`src/hdl/vds_pkg.sv`:
```
// Shared types, constants and helper functions for the damped vector smoother.
// Used by every module of the block; depends on nothing else.
package vds_pkg;

	localparam int CHANNELS   = 6;
	localparam int SAMP_W     = 24;
	localparam int SUM_W      = 48;
	localparam int DAMP_W     = 16;
	localparam int MUL_W      = DAMP_W + 1;
	localparam int TICK_W     = 4;
	localparam int HALF_W     = SUM_W / 2;
	localparam int PROD_W     = HALF_W + MUL_W;
	localparam int ACC_W      = 64;
	localparam int DIV_BITS   = 4;
	localparam int DIV_CYCLES = ACC_W / DIV_BITS;
	localparam int CNT_W      = $clog2(DIV_CYCLES);

	localparam logic [TICK_W-1:0] MAX_TICKS    = 4'd15;
	localparam logic [DAMP_W-1:0] DAMP_RESET   = 16'd64881;
	localparam logic [MUL_W-1:0]  ONE_Q16      = 17'h10000;
	localparam logic [DAMP_W-1:0] HALF_LSB_Q16 = 16'h8000;

	typedef logic signed [SAMP_W-1:0] samp_t;
	typedef logic signed [SUM_W-1:0]  sum_t;
	typedef samp_t [CHANNELS-1:0]     samp_vec_t;

	typedef struct packed {
		samp_t               look_x;
		samp_t               look_y;
		samp_t               look_z;
		samp_t               up_x;
		samp_t               up_y;
		samp_t               up_z;
		logic [DAMP_W-1:0]   damping;
		logic [TICK_W-1:0]   ticks;
		logic                restart;
	} item_t;

	typedef struct packed {
		samp_t smooth_look_x;
		samp_t smooth_look_y;
		samp_t smooth_look_z;
		samp_t smooth_up_x;
		samp_t smooth_up_y;
		samp_t smooth_up_z;
	} result_t;

	typedef enum logic [1:0] {
		OP_RESCALE,
		OP_PRESET,
		OP_TICK,
		OP_OUTPUT
	} op_t;

	typedef enum logic [2:0] {
		SC_IDLE,
		SC_MUL_LO,
		SC_MUL_HI,
		SC_ACC,
		SC_DIV,
		SC_FIN
	} scale_state_t;

	typedef enum logic [2:0] {
		SQ_IDLE,
		SQ_PLAN,
		SQ_RESCALE,
		SQ_PRESET,
		SQ_TICK,
		SQ_OUTPUT,
		SQ_EMIT
	} seq_state_t;

	// Common command from the sequencer to every lane.
	typedef struct packed {
		logic             start;
		op_t              op;
		logic [MUL_W-1:0] mul;
		logic [MUL_W-1:0] dvs;
	} lane_ctrl_t;

	// Request from a lane to its scaling unit.
	typedef struct packed {
		logic             start;
		logic             div_mode;
		logic             narrow;
		sum_t             value;
		logic [MUL_W-1:0] mul;
		logic [MUL_W-1:0] dvs;
	} scale_req_t;

	function automatic samp_vec_t item_samples(item_t it);
		samp_vec_t v;
		v[0] = it.look_x;
		v[1] = it.look_y;
		v[2] = it.look_z;
		v[3] = it.up_x;
		v[4] = it.up_y;
		v[5] = it.up_z;
		return v;
	endfunction

	function automatic result_t merge_result(samp_vec_t v);
		result_t r;
		r.smooth_look_x = v[0];
		r.smooth_look_y = v[1];
		r.smooth_look_z = v[2];
		r.smooth_up_x   = v[3];
		r.smooth_up_y   = v[4];
		r.smooth_up_z   = v[5];
		return r;
	endfunction

endpackage

```
`src/hdl/vds_seq.sv`:
```
// Item sequencer: walks every lane through rescale, preset, ticks and output in lockstep.
// Depends on vds_pkg.
module vds_seq import vds_pkg::*; (
	input  logic              clk,
	input  logic              arst_n,
	input  logic              item_fire,
	input  logic [DAMP_W-1:0] damping,
	input  logic [TICK_W-1:0] ticks,
	input  logic              restart,
	input  logic              all_done,
	input  logic              out_free,
	output logic              item_stall,
	output logic              emit,
	output lane_ctrl_t        ctrl
);

	seq_state_t        state_q, state_d;
	logic              launch_q, launch_d;
	logic [DAMP_W-1:0] cur_damp_q;
	logic [TICK_W-1:0] ticks_left_q;
	logic [TICK_W-1:0] tick_clamp;

	function automatic seq_state_t after_preset(logic [TICK_W-1:0] left);
		return (left != '0) ? SQ_TICK : SQ_OUTPUT;
	endfunction

	assign tick_clamp = (ticks > MAX_TICKS) ? MAX_TICKS : ticks;

	always_ff @(posedge clk or negedge arst_n) begin
		if (!arst_n) begin
			state_q  <= SQ_IDLE;
			launch_q <= 1'b0;
		end else begin
			state_q  <= state_d;
			launch_q <= launch_d;
		end
	end

	always_comb begin
		state_d  = state_q;
		launch_d = 1'b0;
		emit     = 1'b0;
		unique case (state_q)
			SQ_IDLE: begin
				if (item_fire) begin
					state_d = SQ_PLAN;
				end
			end
			SQ_PLAN: begin
				launch_d = 1'b1;
				if (damping != cur_damp_q) begin
					state_d = SQ_RESCALE;
				end else if (restart) begin
					state_d = SQ_PRESET;
				end else begin
					state_d = after_preset(tick_clamp);
				end
			end
			SQ_RESCALE: begin
				if (all_done) begin
					launch_d = 1'b1;
					state_d  = restart ? SQ_PRESET : after_preset(ticks_left_q);
				end
			end
			SQ_PRESET: begin
				if (all_done) begin
					launch_d = 1'b1;
					state_d  = after_preset(ticks_left_q);
				end
			end
			SQ_TICK: begin
				if (all_done) begin
					launch_d = 1'b1;
					state_d  = (ticks_left_q == TICK_W'(1)) ? SQ_OUTPUT : SQ_TICK;
				end
			end
			SQ_OUTPUT: begin
				if (all_done) begin
					state_d = SQ_EMIT;
				end
			end
			SQ_EMIT: begin
				if (out_free) begin
					emit    = 1'b1;
					state_d = SQ_IDLE;
				end
			end
			default: state_d = SQ_IDLE;
		endcase
	end

	always_ff @(posedge clk or negedge arst_n) begin
		if (!arst_n) begin
			cur_damp_q   <= DAMP_RESET;
			ticks_left_q <= '0;
		end else begin
			if (state_q == SQ_PLAN) begin
				ticks_left_q <= tick_clamp;
			end else if ((state_q == SQ_TICK) && all_done) begin
				ticks_left_q <= ticks_left_q - TICK_W'(1);
			end
			if ((state_q == SQ_RESCALE) && all_done) begin
				cur_damp_q <= damping;
			end
		end
	end

	always_comb begin
		ctrl.start = launch_q;
		ctrl.dvs   = ONE_Q16 - MUL_W'(damping);
		unique case (state_q)
			SQ_RESCALE: begin
				ctrl.op  = OP_RESCALE;
				ctrl.mul = ONE_Q16 - MUL_W'(cur_damp_q);
			end
			SQ_PRESET: begin
				ctrl.op  = OP_PRESET;
				ctrl.mul = ONE_Q16;
			end
			SQ_TICK: begin
				ctrl.op  = OP_TICK;
				ctrl.mul = MUL_W'(damping);
			end
			default: begin
				ctrl.op  = OP_OUTPUT;
				ctrl.mul = ONE_Q16 - MUL_W'(damping);
			end
		endcase
	end

	assign item_stall = (state_q != SQ_IDLE);

endmodule

```
`config.mk`:
```
export PLATFORM = sky130hd
export DESIGN_NAME = vds_seq
export DESIGN_NICKNAME = d
export VERILOG_FILES = /design/src/hdl/vds_pkg.sv /design/src/hdl/vds_seq.sv
export SDC_FILE = /design/constraint.sdc
export NUM_CORES = 1
export LEC_CHECK = 0
export BUFFER_PORTS_ARGS = -buffer_cell sky130_fd_sc_hd__buf_2
export CORE_UTILIZATION = 41
export DETAILED_ROUTE_END_ITERATION = 8
export GPL_TIMING_DRIVEN = 1
export HOLD_SLACK_MARGIN = 0.12
export PLACE_DENSITY = 0.76
export SYNTH_ARGS = -nofsm -noshare
export SYNTH_HDL_FRONTEND = slang
export SYNTH_SLANG_ARGS = --single-unit
```
`constraint.sdc`:
```
create_clock -name clk -period 5.5 [get_ports clk]
set_input_delay 0.55 -clock clk [delete_from_list [all_inputs] [get_ports clk]]
set_output_delay 0.55 -clock clk [all_outputs]
set_load 0.02 [all_outputs]
```
**Word-level counts from Yosys, hierarchy flattened**

Cells that the tools add are included.

- Bits in registers: 24
- Bits in latches: 0
- RAM bits: 0
- Memory bits (read-only): 0
- Input bits: 26
- Output and inout bits: 39
- Word-level logic and storage cells: 52
- Memories: 0

- Add/subtract/negate cells: 3
- Multipliers: 0
- Div/mod/pow operators: 0
- Magnitude comparators: 1
- Eq/ne operators: 14
- Shifts and indexed selects: 0
- Mux-type cells: 21
- Bitwise operators: 0
- Reduce and logical (&&, ||, !) cells: 9

Operator list:

| operator | count |
|---|---|
| 19-bit one-hot mux with 3 select lines | 1 |
| 17-bit by 16-bit subtractor with 17-bit output, first input constant | 2 |
| 3-bit 2-to-1 mux | 9 |
| 3-bit one-hot mux with 7 select lines | 1 |
| 16-bit inequality test | 1 |
| 4-bit 2-to-1 mux | 3 |
| 2-bit inequality test, second input constant | 6 |
| 3-bit == test, second input constant | 3 |
| 4-bit nonzero test | 2 |
| 3-bit by 2-bit == test with 1-bit output, second input constant | 2 |
| 1-bit 2-to-1 mux | 6 |
| 6-bit AND reduction | 1 |
| 4-bit by 1-bit == test with 1-bit output, second input constant | 1 |
| 4-bit > comparator, second input constant | 1 |
| 4-bit by 1-bit subtractor with 4-bit output, second input constant | 1 |
| 3-bit by 1-bit == test with 1-bit output, second input constant | 1 |
| 3-bit logical NOT | 1 |
| 3-bit nonzero test | 1 |
| 3-bit OR reduction | 1 |
| 1-bit logical AND | 2 |
| 1-bit one-hot mux with 2 select lines | 1 |
| 2-bit nonzero test | 1 |

**Logic depth before layout (Yosys ltp)**

- Word-level depth: 7
- Mapped depth: 7
- Mapped depth without buffers: 7

**Worst setup path before layout**

No wires, ideal clock.

- Kind: in2out
- Start point: input damping[0]
- End point: output ctrl[33] in the netlist's numbering
- Arrival time: 2489 ps
- Required time: 4950 ps
- Path slack: 2461 ps
- Stages: 7
- Path buffers: 0
- Cell sequence: inv_1 > ha_1 > nor3b_2 > nand2_1 > nor4_2 > o22ai_1 > a21oi_1

RTL lines:

| element | RTL line | text |
|---|---|---|
| from (decl) | vds_seq.sv:7 | `input logic [DAMP_W-1:0] damping,` |
| to (decl) | vds_seq.sv:14 | `output lane_ctrl_t ctrl` |

==> results.cfg <==
[synthesis]
avgSynthCellArea_um2 = 7.927
synth_nets = 350
synthArstFlopShare = 1.000
ys_types = 54
synth_edf_count = 0
synth_top_area_cell = dfrtp_1
synth-main-ff-cell = dfrtp_1
yosys.area.top_type_share = 0.1286
synthCells = 319
ys_seq_elements = 24
synth_common_cells = nor2_1, xor2_1, nand2_1
ys_seq_area_frac = 0.2429
yosysWarnings = 0
netlist_area_um2 = 2529
ys_top_cells_by_area = dfrtp_1, dfstp_2, xor2_1

[setup_path]
crit_type = flip-flop to primary output
r2r_end = cur_damp_q[9]
cp-start-kind = flip-flop
r2r_start = state_q[2]
cp.required_ns = 4.95
cp_max_fo = 6
cp-end-kind = primary output
arrival_ns = 2.78
rr_worst_depth = 4
ff2ff_setup_slack_ns = 3.23

[clocking]
path_clk_slew_ns = 0.09
post_cts_buffers = 0
cts_max_path_buffers = 2
cts.sinks = 24
h-tree-depth = 1
tritoncts = done
cts_buffers = 3
hold_buffers = 0
cts.repair.resized = 0
insertion_delay_ns = 0.27
cts_root_buffer = clkbuf_8

[power]
power.share.clock = 0.098
power_density_nw_per_um2 = 556.1
leakage_nw = 1.211
ir_worst_vdd_mv = 0.2620
power_frac_comb = 0.621
p_sw_w = 0.0008132
switching_share = 0.5044
p_int_w = 0.0007990
power_frac_seq = 0.282

[finish]
ff_latch_area_um2 = 614.3
n_antenna_cell = 0
syn_to_final_growth_pct = 14.65
fillers = 581
multi_input_area_um2 = 1735
num-nets-final = 393
layout-drive-gt1-share = 0.2881

[routing]
routed-wl-met3_um = 445
wl_per_cell_um = 16.66
top_layer = met4
drc = 0
num_vias = 2612
wl_met2_um = 3456
firstDrtPassIters = 5
wl_met1_um = 3190
wirelength_um = 7264
antenna_left = 0
drt-initial-drc-count = 246
avgViaCountPerCell = 5.991

[sta]
timing.fmax_mhz = 300.1
setup_violations = 0
skew_ns = 0.003568
min_period_ns = 3.333
slew_viol_final = 0
rsz0062_at_grt = false
fin_crit_sh = 0.6059
worst_pin_slew_ns = 0.8209
hold_ws_ns = 0.2552
hold_viol = 0
slew_headroom = 0.4527
setup-tns-final_ns = 0

[global_routing]
track_usage = 0.2320
antenna_found_initial = 0
grt_max_degree = 28
overflow = 0
grt_pass1_vias = 2325
grt_pass1_wl_um = 11650

[die]
core_um2 = 5921
die_h_um = 80.54
initial_core_util = 0.4271
die_area_um2 = 6486
die_w_um = 80.54
rows = 28
pin_count = 65

[place]
gp_congestion = 0.8931
dpl.hpwl_um = 5333
io_buffers = 64

[status]
status = finished, final reports clean

[run]
maxCapViolations = 0

[worst_hold_path]
worst_hold_path_type = primary input to async pin
[critical path, stage by stage (launching register included)]
cell and delay (ns):
dfrtp_1 0.44, inv_1 0.10, ha_1 0.19, nor3b_1 0.49, nand2_1 0.31, or4_1 0.48
xnor2_1 0.15, o211ai_1 0.17, buf_2 0.20
[routing by layer]
metal,vias to the layer above,global-route usage
li1,1237,-
met1,1242,0.3110
met2,113,0.3805
met3,20,0.02273
met4,0,0.08929
met5,-,0
[state kept, by name (all words and copies together) (netlist names)]
| register | count |
|---|---|
| ticks_left_q | 4 |
| cur_damp_q | 16 |
| state_q | 3 |
| launch_q | 1 |
[through the flow]
stage / instance area [um^2] / instances / utilization / total power, W / setup WS, ns
2_1_floorplan: 2529 / 319 / - / 0.001161 / 2.461
3_3_place_gp: 2828 / 432 / 0.4776 / 0.001428 / 2.346
3_5_place_dp: 2828 / 432 / 0.4776 / 0.001446 / 2.265
4_1_cts: 2899 / 436 / 0.4896 / 0.001605 / 2.204
5_1_grt: 2899 / 436 / 0.4896 / 0.001737 / 1.935
6_report: 2899 / 436 / 0.4896 / 0.001612 / 2.167
[cell families after synthesis]
logic type / count (synthesis) / share of synthesized area
simple gates: 111 / 0.2296
compound gates: 78 / 0.2098
xor+xnor: 45 / 0.1559
buf+inv: 41 / 0.07075
flops: 24 / 0.2429
mux: 15 / 0.06630
fa+ha+maj: 5 / 0.02474
[layout make-up]
class | count | share of cell area
Tap cell | 75 | 0.03237
Clock inverter | 1 | 0.01036
Clock buffer | 3 | 0.01424
Timing Repair Buffer | 66 | 0.1157
Multi-Input combinational cell | 254 | 0.5986
Inverter | 13 | 0.01683
Sequential cell | 24 | 0.2119
[cells in the final DEF (no fill, tap or decap), types with 4 or more instances in the layout]
cell      instances
dfstp_2          11
o22ai_1           5
nand4_1           6
dfrtp_1          13
nor2_1           27
o211ai_1          8
a21o_1            4
xor2_1           27
nor4_1           10
a221o_1           5
buf_2            64
a21oi_1           9
a31oi_1           4
nand2_1          24
o21ai_0          22
nor3_1           11
mux2_2           14
nor3b_1           4
inv_1            11
nand3_1           6
ha_1              5
xnor2_1          18
[power by group through the flow]
stage | clock [W] | sequential (W) | combinational, W
2_1_floorplan | 0 | 0.000379 | 0.000782
3_3_place_gp | 0 | 0.000448 | 0.000980
3_5_place_dp | 0 | 0.000452 | 0.000993
4_1_cts | 0.000159 | 0.000448 | 0.000997
5_1_grt | 0.000167 | 0.000469 | 0.00110
6_report | 0.000157 | 0.000454 | 0.00100
[worst max path at each step]
stage | startpoint | slack, ns | end | cells past startpoint
floorplan | damping[0] | 2.46 | ctrl[33] | 7
global placement | damping[0] | 2.35 | ctrl[29] | 8
detailed placement | damping[0] | 2.27 | ctrl[29] | 9
CTS | cur_damp_q[1] | 2.20 | ctrl[27] | 8
global route | damping[0] | 1.93 | ctrl[23] | 9
finish | cur_damp_q[1] | 2.17 | ctrl[27] | 8
Power figures use the tool's default switching activity.
