## config.mk

```make
export PLATFORM = sky130hd
export DESIGN_NAME = vds_lane
export DESIGN_NICKNAME = d
export VERILOG_FILES = /design/src/hdl/vds_pkg.sv /design/src/hdl/vds_scale.sv /design/src/hdl/vds_lane.sv
export SDC_FILE = /design/constraint.sdc
export NUM_CORES = 2
export LEC_CHECK = 0
export BUFFER_PORTS_ARGS = -buffer_cell sky130_fd_sc_hd__buf_2
export CAP_MARGIN = 10
export CORE_AREA = 2 2 261 263
export CTS_CLUSTER_SIZE = 12
export DETAILED_ROUTE_END_ITERATION = 6
export DIE_AREA = 0 0 263 265
export PLACE_DENSITY = 0.78
export SKIP_CTS_REPAIR_TIMING = 1
export SYNTH_ARGS = -nofsm -noshare
export SYNTH_HDL_FRONTEND = slang
export SYNTH_SLANG_ARGS = --single-unit
```

## constraint.sdc

```tcl
create_clock -name clk -period 10.03 [get_ports clk]
set_input_delay 3.009 -clock clk [delete_from_list [all_inputs] [get_ports clk]]
set_output_delay 3.009 -clock clk [all_outputs]
set_load 0.005 [all_outputs]
```

## src/hdl/vds_pkg.sv

```systemverilog
// Shared types, constants and helper functions for the damped vector smoother.
// Used by every module of the block; depends on nothing else.
package vds_pkg;

	localparam int CHANNELS   = 6;
	localparam int SAMP_W     = 24;
	localparam int SUM_W      = 48;
	localparam int DAMP_W     = 16;
	localparam int MUL_W      = DAMP_W + 1;
	localparam int TICK_W     = 4;
	localparam int HALF_W     = SUM_W / 2;
	localparam int PROD_W     = HALF_W + MUL_W;
	localparam int ACC_W      = 64;
	localparam int DIV_BITS   = 4;
	localparam int DIV_CYCLES = ACC_W / DIV_BITS;
	localparam int CNT_W      = $clog2(DIV_CYCLES);

	localparam logic [TICK_W-1:0] MAX_TICKS    = 4'd15;
	localparam logic [DAMP_W-1:0] DAMP_RESET   = 16'd64881;
	localparam logic [MUL_W-1:0]  ONE_Q16      = 17'h10000;
	localparam logic [DAMP_W-1:0] HALF_LSB_Q16 = 16'h8000;

	typedef logic signed [SAMP_W-1:0] samp_t;
	typedef logic signed [SUM_W-1:0]  sum_t;
	typedef samp_t [CHANNELS-1:0]     samp_vec_t;

	typedef struct packed {
		samp_t               look_x;
		samp_t               look_y;
		samp_t               look_z;
		samp_t               up_x;
		samp_t               up_y;
		samp_t               up_z;
		logic [DAMP_W-1:0]   damping;
		logic [TICK_W-1:0]   ticks;
		logic                restart;
	} item_t;

	typedef struct packed {
		samp_t smooth_look_x;
		samp_t smooth_look_y;
		samp_t smooth_look_z;
		samp_t smooth_up_x;
		samp_t smooth_up_y;
		samp_t smooth_up_z;
	} result_t;

	typedef enum logic [1:0] {
		OP_RESCALE,
		OP_PRESET,
		OP_TICK,
		OP_OUTPUT
	} op_t;

	typedef enum logic [2:0] {
		SC_IDLE,
		SC_MUL_LO,
		SC_MUL_HI,
		SC_ACC,
		SC_DIV,
		SC_FIN
	} scale_state_t;

	typedef enum logic [2:0] {
		SQ_IDLE,
		SQ_PLAN,
		SQ_RESCALE,
		SQ_PRESET,
		SQ_TICK,
		SQ_OUTPUT,
		SQ_EMIT
	} seq_state_t;

	// Common command from the sequencer to every lane.
	typedef struct packed {
		logic             start;
		op_t              op;
		logic [MUL_W-1:0] mul;
		logic [MUL_W-1:0] dvs;
	} lane_ctrl_t;

	// Request from a lane to its scaling unit.
	typedef struct packed {
		logic             start;
		logic             div_mode;
		logic             narrow;
		sum_t             value;
		logic [MUL_W-1:0] mul;
		logic [MUL_W-1:0] dvs;
	} scale_req_t;

	function automatic samp_vec_t item_samples(item_t it);
		samp_vec_t v;
		v[0] = it.look_x;
		v[1] = it.look_y;
		v[2] = it.look_z;
		v[3] = it.up_x;
		v[4] = it.up_y;
		v[5] = it.up_z;
		return v;
	endfunction

	function automatic result_t merge_result(samp_vec_t v);
		result_t r;
		r.smooth_look_x = v[0];
		r.smooth_look_y = v[1];
		r.smooth_look_z = v[2];
		r.smooth_up_x   = v[3];
		r.smooth_up_y   = v[4];
		r.smooth_up_z   = v[5];
		return r;
	endfunction

endpackage

```

## src/hdl/vds_scale.sv

```systemverilog
// Multi-cycle scaling unit: round(|v|*m/d) or round(|v|*m/65536), saturated, sign restored.
// Depends on vds_pkg; one instance per lane.
module vds_scale import vds_pkg::*; (
	input  logic       clk,
	input  logic       arst_n,
	input  scale_req_t req,
	output logic       done,
	output sum_t       res
);

	scale_state_t state_q, state_d;
	logic [CNT_W-1:0]  cnt_q;
	logic              done_q;
	logic              neg_q, div_q, narrow_q;
	logic [SUM_W-1:0]  mag_q;
	logic [MUL_W-1:0]  mul_q, dvs_q;
	logic [PROD_W-1:0] pp_q;
	logic [ACC_W-1:0]  acc_q;
	logic [DAMP_W-1:0] rem_q;
	sum_t              res_q;

	logic [SUM_W-1:0]  mag_d;
	logic [HALF_W-1:0] pp_mux;
	logic [PROD_W-1:0] pp_d;
	logic [DAMP_W-1:0] rnd;
	logic [ACC_W-1:0]  div_acc;
	logic [DAMP_W-1:0] div_rem;
	logic [MUL_W-1:0]  trial;
	logic [ACC_W-1:0]  quot, cap, clipped;
	logic [SUM_W-1:0]  res_d;

	assign mag_d  = req.value[SUM_W-1] ? SUM_W'(-req.value) : SUM_W'(req.value);
	assign pp_mux = (state_q == SC_MUL_LO) ? mag_q[HALF_W-1:0] : mag_q[SUM_W-1:HALF_W];
	assign pp_d   = PROD_W'(pp_mux) * PROD_W'(mul_q);
	assign rnd    = div_q ? dvs_q[MUL_W-1:1] : HALF_LSB_Q16;

	// Restoring division, several quotient bits per cycle. The quotient bits
	// shift into the bottom of the dividend register as it empties.
	always_comb begin
		div_acc = acc_q;
		div_rem = rem_q;
		trial   = '0;
		for (int k = 0; k < DIV_BITS; k++) begin
			trial   = {div_rem, div_acc[ACC_W-1]};
			div_acc = {div_acc[ACC_W-2:0], 1'b0};
			if (trial >= dvs_q) begin
				trial      = trial - dvs_q;
				div_acc[0] = 1'b1;
			end
			div_rem = trial[DAMP_W-1:0];
		end
	end

	// Negative results may reach one step further than positive ones.
	always_comb begin
		quot    = div_q ? acc_q : (acc_q >> DAMP_W);
		cap     = (ACC_W'(1) << ((narrow_q ? SAMP_W : SUM_W) - 1)) - ACC_W'(!neg_q);
		clipped = (quot > cap) ? cap : quot;
		res_d   = neg_q ? (SUM_W'(0) - clipped[SUM_W-1:0]) : clipped[SUM_W-1:0];
	end

	always_comb begin
		state_d = state_q;
		unique case (state_q)
			SC_IDLE: begin
				if (req.start) begin
					state_d = SC_MUL_LO;
				end
			end
			SC_MUL_LO: state_d = SC_MUL_HI;
			SC_MUL_HI: state_d = SC_ACC;
			SC_ACC:    state_d = div_q ? SC_DIV : SC_FIN;
			SC_DIV: begin
				if (cnt_q == CNT_W'(DIV_CYCLES - 1)) begin
					state_d = SC_FIN;
				end
			end
			SC_FIN:    state_d = SC_IDLE;
			default:   state_d = SC_IDLE;
		endcase
	end

	always_ff @(posedge clk or negedge arst_n) begin
		if (!arst_n) begin
			state_q <= SC_IDLE;
			cnt_q   <= '0;
			done_q  <= 1'b0;
		end else begin
			state_q <= state_d;
			done_q  <= (state_q == SC_FIN);
			if (state_q == SC_DIV) begin
				cnt_q <= cnt_q + CNT_W'(1);
			end else begin
				cnt_q <= '0;
			end
		end
	end

	always_ff @(posedge clk) begin
		unique case (state_q)
			SC_IDLE: begin
				if (req.start) begin
					neg_q    <= req.value[SUM_W-1];
					mag_q    <= mag_d;
					mul_q    <= req.mul;
					dvs_q    <= req.dvs;
					div_q    <= req.div_mode;
					narrow_q <= req.narrow;
				end
			end
			SC_MUL_LO: pp_q <= pp_d;
			SC_MUL_HI: begin
				acc_q <= ACC_W'(pp_q) + ACC_W'(rnd);
				pp_q  <= pp_d;
			end
			SC_ACC: begin
				acc_q <= acc_q + {pp_q[PROD_W-2:0], {HALF_W{1'b0}}};
				rem_q <= '0;
			end
			SC_DIV: begin
				acc_q <= div_acc;
				rem_q <= div_rem;
			end
			SC_FIN:  res_q <= res_d;
			default: ;
		endcase
	end

	assign done = done_q;
	assign res  = res_q;

endmodule

```

## src/hdl/vds_lane.sv

```systemverilog
// One smoothing lane: the channel sum register and its scaling unit.
// Depends on vds_pkg and vds_scale.
module vds_lane import vds_pkg::*; (
	input  logic       clk,
	input  logic       arst_n,
	input  lane_ctrl_t ctrl,
	input  samp_t      sample,
	output logic       done,
	output samp_t      smooth
);

	sum_t                   sum_q;
	sum_t                   samp_ext;
	sum_t                   res;
	logic                   scale_done;
	scale_req_t             req;
	logic signed [SUM_W:0]  tick_wide;
	sum_t                   tick_sat;

	assign samp_ext = {{(SUM_W - SAMP_W){sample[SAMP_W-1]}}, sample};

	always_comb begin
		req.start    = ctrl.start;
		req.div_mode = (ctrl.op == OP_RESCALE) || (ctrl.op == OP_PRESET);
		req.narrow   = (ctrl.op == OP_OUTPUT);
		req.value    = (ctrl.op == OP_PRESET) ? samp_ext : sum_q;
		req.mul      = ctrl.mul;
		req.dvs      = ctrl.dvs;
	end

	vds_scale u_scale (
		.clk    (clk),
		.arst_n (arst_n),
		.req    (req),
		.done   (scale_done),
		.res    (res)
	);

	// One integration tick adds the sample to the decayed sum and clips at 48 bits.
	assign tick_wide = {res[SUM_W-1], res} + {samp_ext[SUM_W-1], samp_ext};
	always_comb begin
		if (tick_wide[SUM_W] != tick_wide[SUM_W-1]) begin
			tick_sat = tick_wide[SUM_W] ? {1'b1, {(SUM_W - 1){1'b0}}}
			                            : {1'b0, {(SUM_W - 1){1'b1}}};
		end else begin
			tick_sat = tick_wide[SUM_W-1:0];
		end
	end

	always_ff @(posedge clk or negedge arst_n) begin
		if (!arst_n) begin
			sum_q <= '0;
		end else if (scale_done) begin
			unique case (ctrl.op)
				OP_RESCALE: sum_q <= res;
				OP_PRESET:  sum_q <= res;
				OP_TICK:    sum_q <= tick_sat;
				OP_OUTPUT:  ;
			endcase
		end
	end

	assign done   = scale_done;
	assign smooth = res[SAMP_W-1:0];

endmodule

```

=== Word-level counts from Yosys, hierarchy flattened ===
Index checks and enable logic that the tools add are counted.

* Output and inout bits: 25
* Word-level logic and storage cells: 84
* Input port bits: 63
* Register bits: 310

* Mux-type cells: 26
* Eq/ne operators: 12
* Reductions and logical operators: 12
* Multipliers: 1
* Add/subtract/negate cells: 12
* Shifts and indexed selects: 1
* Order comparisons: 5

{| class="wikitable"
|+ Operators with widths
! operator !! count
|-
| $mux W48 || 5
|-
| $pmux W64 S3 || 1
|-
| $pmux W48 S2 || 1
|-
| $mux W16 || 5
|-
| $ge A17 B17 Y1 || 4
|-
| $add A64 B64 Y64 || 1
|-
| $gt A64 B64 Y1 || 1
|-
| $mux W64 || 1
|-
| $shl A1 B32 Y64 const A || 1
|-
| $sub A16 B16 Y16 || 4
|-
| $sub A64 B1 Y64 || 1
|-
| $add A48 B24 Y49 || 1
|-
| $neg A48 Y48 || 1
|-
| $sub A1 B48 Y48 const A || 1
|-
| $mux W47 || 1
|-
| $add A41 B16 Y42 || 1
|-
| $mul A24 B17 Y41 || 1
|-
| $pmux W16 S2 || 1
|-
| $sub A32 B2 Y32 const B || 1
|-
| $mux W24 || 1
|-
| $pmux W3 S5 || 1
|-
| $eq A3 B2 Y1 const B || 2
|-
| $eq A3 B3 Y1 const B || 2
|-
| $mux W3 || 2
|-
| other kinds (19) || 28
|}

=== Depth between registers and ports, before layout ===
* Word-level depth: 9
* Mapped depth: 49

=== Hierarchy ===
From an unflattened synthesis, not the netlist that was laid out.

* Cell total of the unflattened synthesis: 4,350
* Area, all modules: 39,047.4 sq um

{| class="wikitable"
|+ By module, submodules not included
! module !! area each (sq um) !! cells each !! instances
|-
| vds_scale || 33,214.4 || 3,580 || 1
|-
| vds_lane || 5,833.1 || 770 || 1
|}

=== Least setup slack after synthesis ===
Ideal clock, no wire load.

* Path type: input to register
* Start point: input port ctrl[36] in the netlist's numbering
* End point: register u_scale.div_q (enable)
* Arrival: 11,586 ps
* Cell stages on the path: 1
* Buffers on the path: 0
* Data required time: 9,263 ps
* Path slack: -2,323 ps
* Cells stage by stage: nor4b_1

* Word-level cells in the longest chain between the ends: 1

{| class="wikitable"
|+ RTL lines
! item !! RTL line !! RTL
|-
| from (decl) || vds_lane.sv:6 || <nowiki>input lane_ctrl_t ctrl,</nowiki>
|-
| $reduce_and A2 Y1 (no source line) || n/a ||
|-
| to (signal assigned) || vds_scale.sv:107 || <nowiki>div_q <= req.div_mode;</nowiki>
|-
| to (decl) || vds_scale.sv:14 || <nowiki>logic neg_q, div_q, narrow_q;</nowiki>
|}

Every way passes these cells.
A chain may end at the register's enable or synchronous reset.

=== Final worst setup path ===
* Start point: register u_scale.rem_q[0]
* End point: register u_scale.rem_q[1] (data pin)

* Word-level cells in the longest chain between the ends: 9
* Elaborated cells on any way between the ends: 13
* Those cells by class: add/sub (4); order compare (4); mux (5)

{| class="wikitable"
|+ RTL lines
! item !! RTL line !! RTL
|-
| from (decl) || vds_scale.sv:19 || <nowiki>logic [DAMP_W-1:0] rem_q;</nowiki>
|-
| from (signal assigned) || vds_scale.sv:122 || <nowiki>rem_q <= div_rem;</nowiki>
|-
| $sub A16 B16 Y16 / $ge A17 B17 Y1 (equally long branches) || vds_scale.sv:47, vds_scale.sv:46 ||
|-
| $mux W16 (*) || vds_scale.sv:46 || <nowiki>if (trial >= dvs_q) begin</nowiki>
|-
| $sub A16 B16 Y16 / $ge A17 B17 Y1 (equally long branches) || vds_scale.sv:47, vds_scale.sv:46 ||
|-
| $mux W16 (*) || vds_scale.sv:46 ||
|-
| $ge A17 B17 Y1 / $sub A16 B16 Y16 (equally long branches) || vds_scale.sv:46, vds_scale.sv:47 ||
|-
| $mux W16 (*) || vds_scale.sv:46 ||
|-
| $sub A16 B16 Y16 / $ge A17 B17 Y1 (equally long branches) || vds_scale.sv:47, vds_scale.sv:46 ||
|-
| $mux W16 (*) || vds_scale.sv:46 ||
|-
| $pmux W16 S2 (*) || vds_scale.sv:100 || <nowiki>unique case (state_q)</nowiki>
|}

Mark *: on every way between the ends. The rest lies on a longest branch, timed or not.

==> flow_summary_export.csv <==
group,metric,value,unit
outcome,outcome,"finished, violations left",
outcome,failed_checks,"DRC",
worst_setup_path,cp-startpoint,"u_scale.rem_q[0]$_SDFFCE_PN0N_",
worst_setup_path,regToRegEndpoint,"u_scale.rem_q[1]$_SDFFCE_PN0N_",
final_layout,antenna_cells_inserted,0,
worst_setup_path,worst-endpoint-required,10.36,ns
synth,syn-instance-count,4408,
final_layout,num-nets-final,5183,
worst_setup_path,worstSetupEndpointType,"flip-flop",
placed_design,place_congestion,1.000,
route,drt_first_iter_violations,3023,
worst_setup_path,critical_path.max_fanout,18,
worst_setup_path,rr_startpoint,"u_scale.rem_q[0]$_SDFFCE_PN0N_",
synth,synth-seq-cells,310,
worst_setup_path,critical-path-slowest-cell,"sky130_fd_sc_hd__o31ai_1",
synth,synth_nets,5154,
synth,seq_area_frac_synth,23.14,%
floorplanning,initial_core_util,58.40,%
timing,timing.hold.ws,0.4937,ns
worst_setup_path,critical_path_capture_point,"u_scale.rem_q[1]$_SDFFCE_PN0N_",
timing,finalHoldViolCount,0,
clock_network,numCtsBuffers,42,
clock_network,tritoncts_clock_tree,"built",
final_layout,final_core_utilization,62.86,%
floorplanning,die-width,263,um
timing,finalSetupViolCount,0,
final_layout,final.fill_count,5645,
route,post_drt_wl_per_cell,20.94,um
final_layout,areaGrowthSynthToFinish,7.643,%
synth,synth_simple_gate_area_share,16.32,%
synth,syn-cell-area,39010,sq um
synth,yosys_warn_count,0,
timing,worst-slew-pin-transition,1.190,ns
route,via_count,33201,
placed_design,io_buffers,87,
synth,synth_compound_gate_area_share,15.94,%
floorplanning,ioPinCount,88,
timing,fin_setup_tns,0,ns
final_layout,postLayoutCellArea,41990,sq um
route,number_of_detailed_route_iterations_in_the_first_pass,7,
synth,synth_top_family_by_area,"adder cells",
floorplanning,core_region_area,66800,sq um
placed_design,place.detailed.hpwl,86180,um
route,post_drt_via_cell_ratio,6.215,
synth,ys_types,84,
route,remaining_drc_errors,5,
clock_network,cts_buffer_depth,3,
timing,max_freq,0.1048,GHz
clock_network,cell_at_the_root_of_the_clock_tree,"sky130_fd_sc_hd__clkbuf_16",
grt,initial_antenna_violation_count,1,
clock_network,htreeDepth,2,
floorplanning,floorplan.rows,95,
grt,grt_util_all_layers,31.98,%
timing,timing.slew.headroom,20.45,%
placed_design,placedInstanceArea,40440,sq um
synth,synth-edff-count,254,
worst_hold_path,min_delay_path_class,"flip-flop to flip-flop",
worst_setup_path,cp-start-kind,"flip-flop",
synth,synthXorXnorAreaFrac,5.792,%
floorplanning,die_area,69700,sq um
clock_network,path_clk_slew,0.06,ns
grt,overflow,0,
clock_network,clock_insertion_delay_worst_skew,0.58,ns
final_layout,layout-drive-gt1-share,8.593,%
route,routed_wirelength,111900,um
worst_setup_path,ff2ff_path_depth,39,
synth,post_synth.cell_area_avg,8.850,sq um
worst_setup_path,critical_path_class,"flip-flop to flip-flop",
timing,final_max_slew_viol_count,0,
clock_network,clock_sinks,310,
worst_setup_path,biggest_cell_delay_along_the_critical_path,0.56,ns
synth,synth-async-reset-ratio,18.06,%
floorplanning,die_height,265,um
grt,grt_pass1_vias,32245,
timing,timing.final.crit_period,9.538,ns
timing,finalClockSkew,0.01530,ns
grt,grt_first_pass_wirelength,176200,um
synth,synthFlopType,"sky130_fd_sc_hd__edfxtp_1",
worst_setup_path,register_to_register_path_setup_slack,0.49,ns
synth,yosys.area_share.adder,28.37,%
synth,synthMuxAreaShare,3.769,%
grt,grt_max_degree,89,
timing,finalCritPeriodShare,95.09,%
worst_setup_path,cp.arrival,9.87,ns
flow_run,timing.max_cap.violations,0,
route,detail-route-antenna-nets,0,
## worst min path at each step
stage	start	end	slack, ns	cells past startpoint
4_1_cts	u_scale.cnt_q[0]$_DFF_PN0_	u_scale.cnt_q[0]$_DFF_PN0_	0.49	1
5_1_grt	u_scale.cnt_q[0]$_DFF_PN0_	u_scale.cnt_q[0]$_DFF_PN0_	0.52	1
3_3_place_gp	u_scale.cnt_q[0]$_DFF_PN0_	u_scale.cnt_q[0]$_DFF_PN0_	0.46	1
3_5_place_dp	u_scale.cnt_q[0]$_DFF_PN0_	u_scale.cnt_q[0]$_DFF_PN0_	0.46	1
2_1_floorplan	u_scale.cnt_q[0]$_DFF_PN0_	u_scale.cnt_q[0]$_DFF_PN0_	0.43	1
6_report	u_scale.cnt_q[0]$_DFF_PN0_	u_scale.cnt_q[0]$_DFF_PN0_	0.49	1
## metrics by stage
step | cells | setup slack [ns]
4_1_cts | 5337 | -0.1234
5_1_grt | 5342 | -0.05131
2_1_floorplan | 4408 | 0.08527
3_3_place_gp | 5261 | 0.02328
6_report | 5342 | 0.4923
3_5_place_dp | 5261 | -0.08326
## critical path, delay by kind of cell (launching register included)
family | cells | cell delay (ns)
adder cells (fa/ha/maj) | 4 | 1.36
flip-flops | 1 | 0.44
AO/OA/AOI/OAI | 19 | 4.37
AND/OR/NAND/NOR | 9 | 1.40
buffers and inverters | 5 | 0.98
multiplexers | 2 | 0.71
## cells in the mapped netlist (all sizes together), types with 27 or more instances
| library cell | instances | share of area, % |
|---|---|---|
| a21o | 124 | 2.4 |
| a21oi | 271 | 3.5 |
| and2 | 150 | 2.4 |
| and3 | 28 | 0.45 |
| buf | 41 | 0.67 |
| clkbuf | 156 | 1.5 |
| dfrtp | 56 | 3.6 |
| edfxtp | 254 | 20 |
| fa | 336 | 17 |
| ha | 347 | 11 |
| inv | 467 | 4.5 |
| mux2 | 75 | 2.2 |
| mux2i | 61 | 1.6 |
| nand2 | 576 | 5.5 |
| nand2b | 41 | 0.66 |
| nand3 | 64 | 0.82 |
| nand4 | 35 | 0.56 |
| nor2 | 229 | 2.2 |
| nor2b | 27 | 0.43 |
| nor3 | 82 | 1.1 |
| o21a | 33 | 0.64 |
| o21ai | 318 | 4.1 |
| o21bai | 27 | 0.52 |
| or3 | 30 | 0.52 |
| xnor2 | 148 | 3.3 |
| xor2 | 110 | 2.5 |
## logic make-up (layout without fill, tap and decap cells)
family	count (synthesis)	after routing
simple gates	1347	1347
compound gates	1010	1010
fa+ha+maj	683	683
buf+inv	664	725
flops	310	310
xor+xnor	258	258
mux	136	136
## layout by cell type, fill, tap and decap left out, types with 24 or more instances in the layout
cell type                   synthesis  layout
sky130_fd_sc_hd__nand2_1          576     575
sky130_fd_sc_hd__inv_1            467     466
sky130_fd_sc_hd__ha_1             347     346
sky130_fd_sc_hd__fa_1             336     336
sky130_fd_sc_hd__o21ai_0          312     305
sky130_fd_sc_hd__a21oi_1          271     269
sky130_fd_sc_hd__edfxtp_1         254     254
sky130_fd_sc_hd__nor2_1           229     228
sky130_fd_sc_hd__and2_1           150     149
sky130_fd_sc_hd__xnor2_1          148     148
sky130_fd_sc_hd__a21o_1           124     124
sky130_fd_sc_hd__xor2_1           110     110
sky130_fd_sc_hd__buf_4             25      94
sky130_fd_sc_hd__buf_2              4      87
sky130_fd_sc_hd__nor3_1            82      82
sky130_fd_sc_hd__mux2_2            73      73
sky130_fd_sc_hd__nand3_1           64      64
sky130_fd_sc_hd__mux2i_1           59      58
sky130_fd_sc_hd__dfrtp_1           56      56
sky130_fd_sc_hd__clkbuf_16          0      43
sky130_fd_sc_hd__nand2b_1          41      41
sky130_fd_sc_hd__nand4_1           35      35
sky130_fd_sc_hd__o21a_1            33      32
sky130_fd_sc_hd__o21bai_1          27      27
sky130_fd_sc_hd__and3_1            28      27
sky130_fd_sc_hd__or3_1             27      27
sky130_fd_sc_hd__nor2b_1           27      26
sky130_fd_sc_hd__o31ai_1           24      24
## flip-flops by register name, summed over array words and instances, names as in the netlist
name	count
u_scale.rem_q	16
u_scale.narrow_q	1
u_scale.div_q	1
u_scale.mul_q	17
u_scale.done	1
u_scale.dvs_q	17
sum_q	48
u_scale.state_q	3
u_scale.mag_q	48
u_scale.cnt_q	4
u_scale.res	48
u_scale.pp_q	41
u_scale.neg_q	1
u_scale.acc_q	64
## final cells by class
| class | count | area [sq um] | share of cell area, % |
|---|---|---|---|
| Multi-Input combinational cell | 3434 | 27530 | 65.56 |
| Clock buffer | 52 | 1170 | 2.786 |
| Sequential cell | 310 | 9029 | 21.50 |
| Inverter | 467 | 1753 | 4.174 |
| Clock inverter | 24 | 267.8 | 0.6376 |
| Tap cell | 873 | 1092 | 2.601 |
| Timing Repair Buffer | 182 | 1152 | 2.744 |
## layer usage
| layer | global-route usage [%] | up-vias | part of all wire, % |
|---|---|---|---|
| li1 | - | 15227 | - |
| met1 | 42.35 | 16125 | 41 |
| met2 | 51.93 | 1522 | 46 |
| met3 | 4.775 | 327 | 8.1 |
| met4 | 14.97 | 0 | 5.5 |
| met5 | 0 | - | 0 |
Power is not shown: default switching activity piles up to over one toggle a cycle in this logic, so the estimate is an artifact.
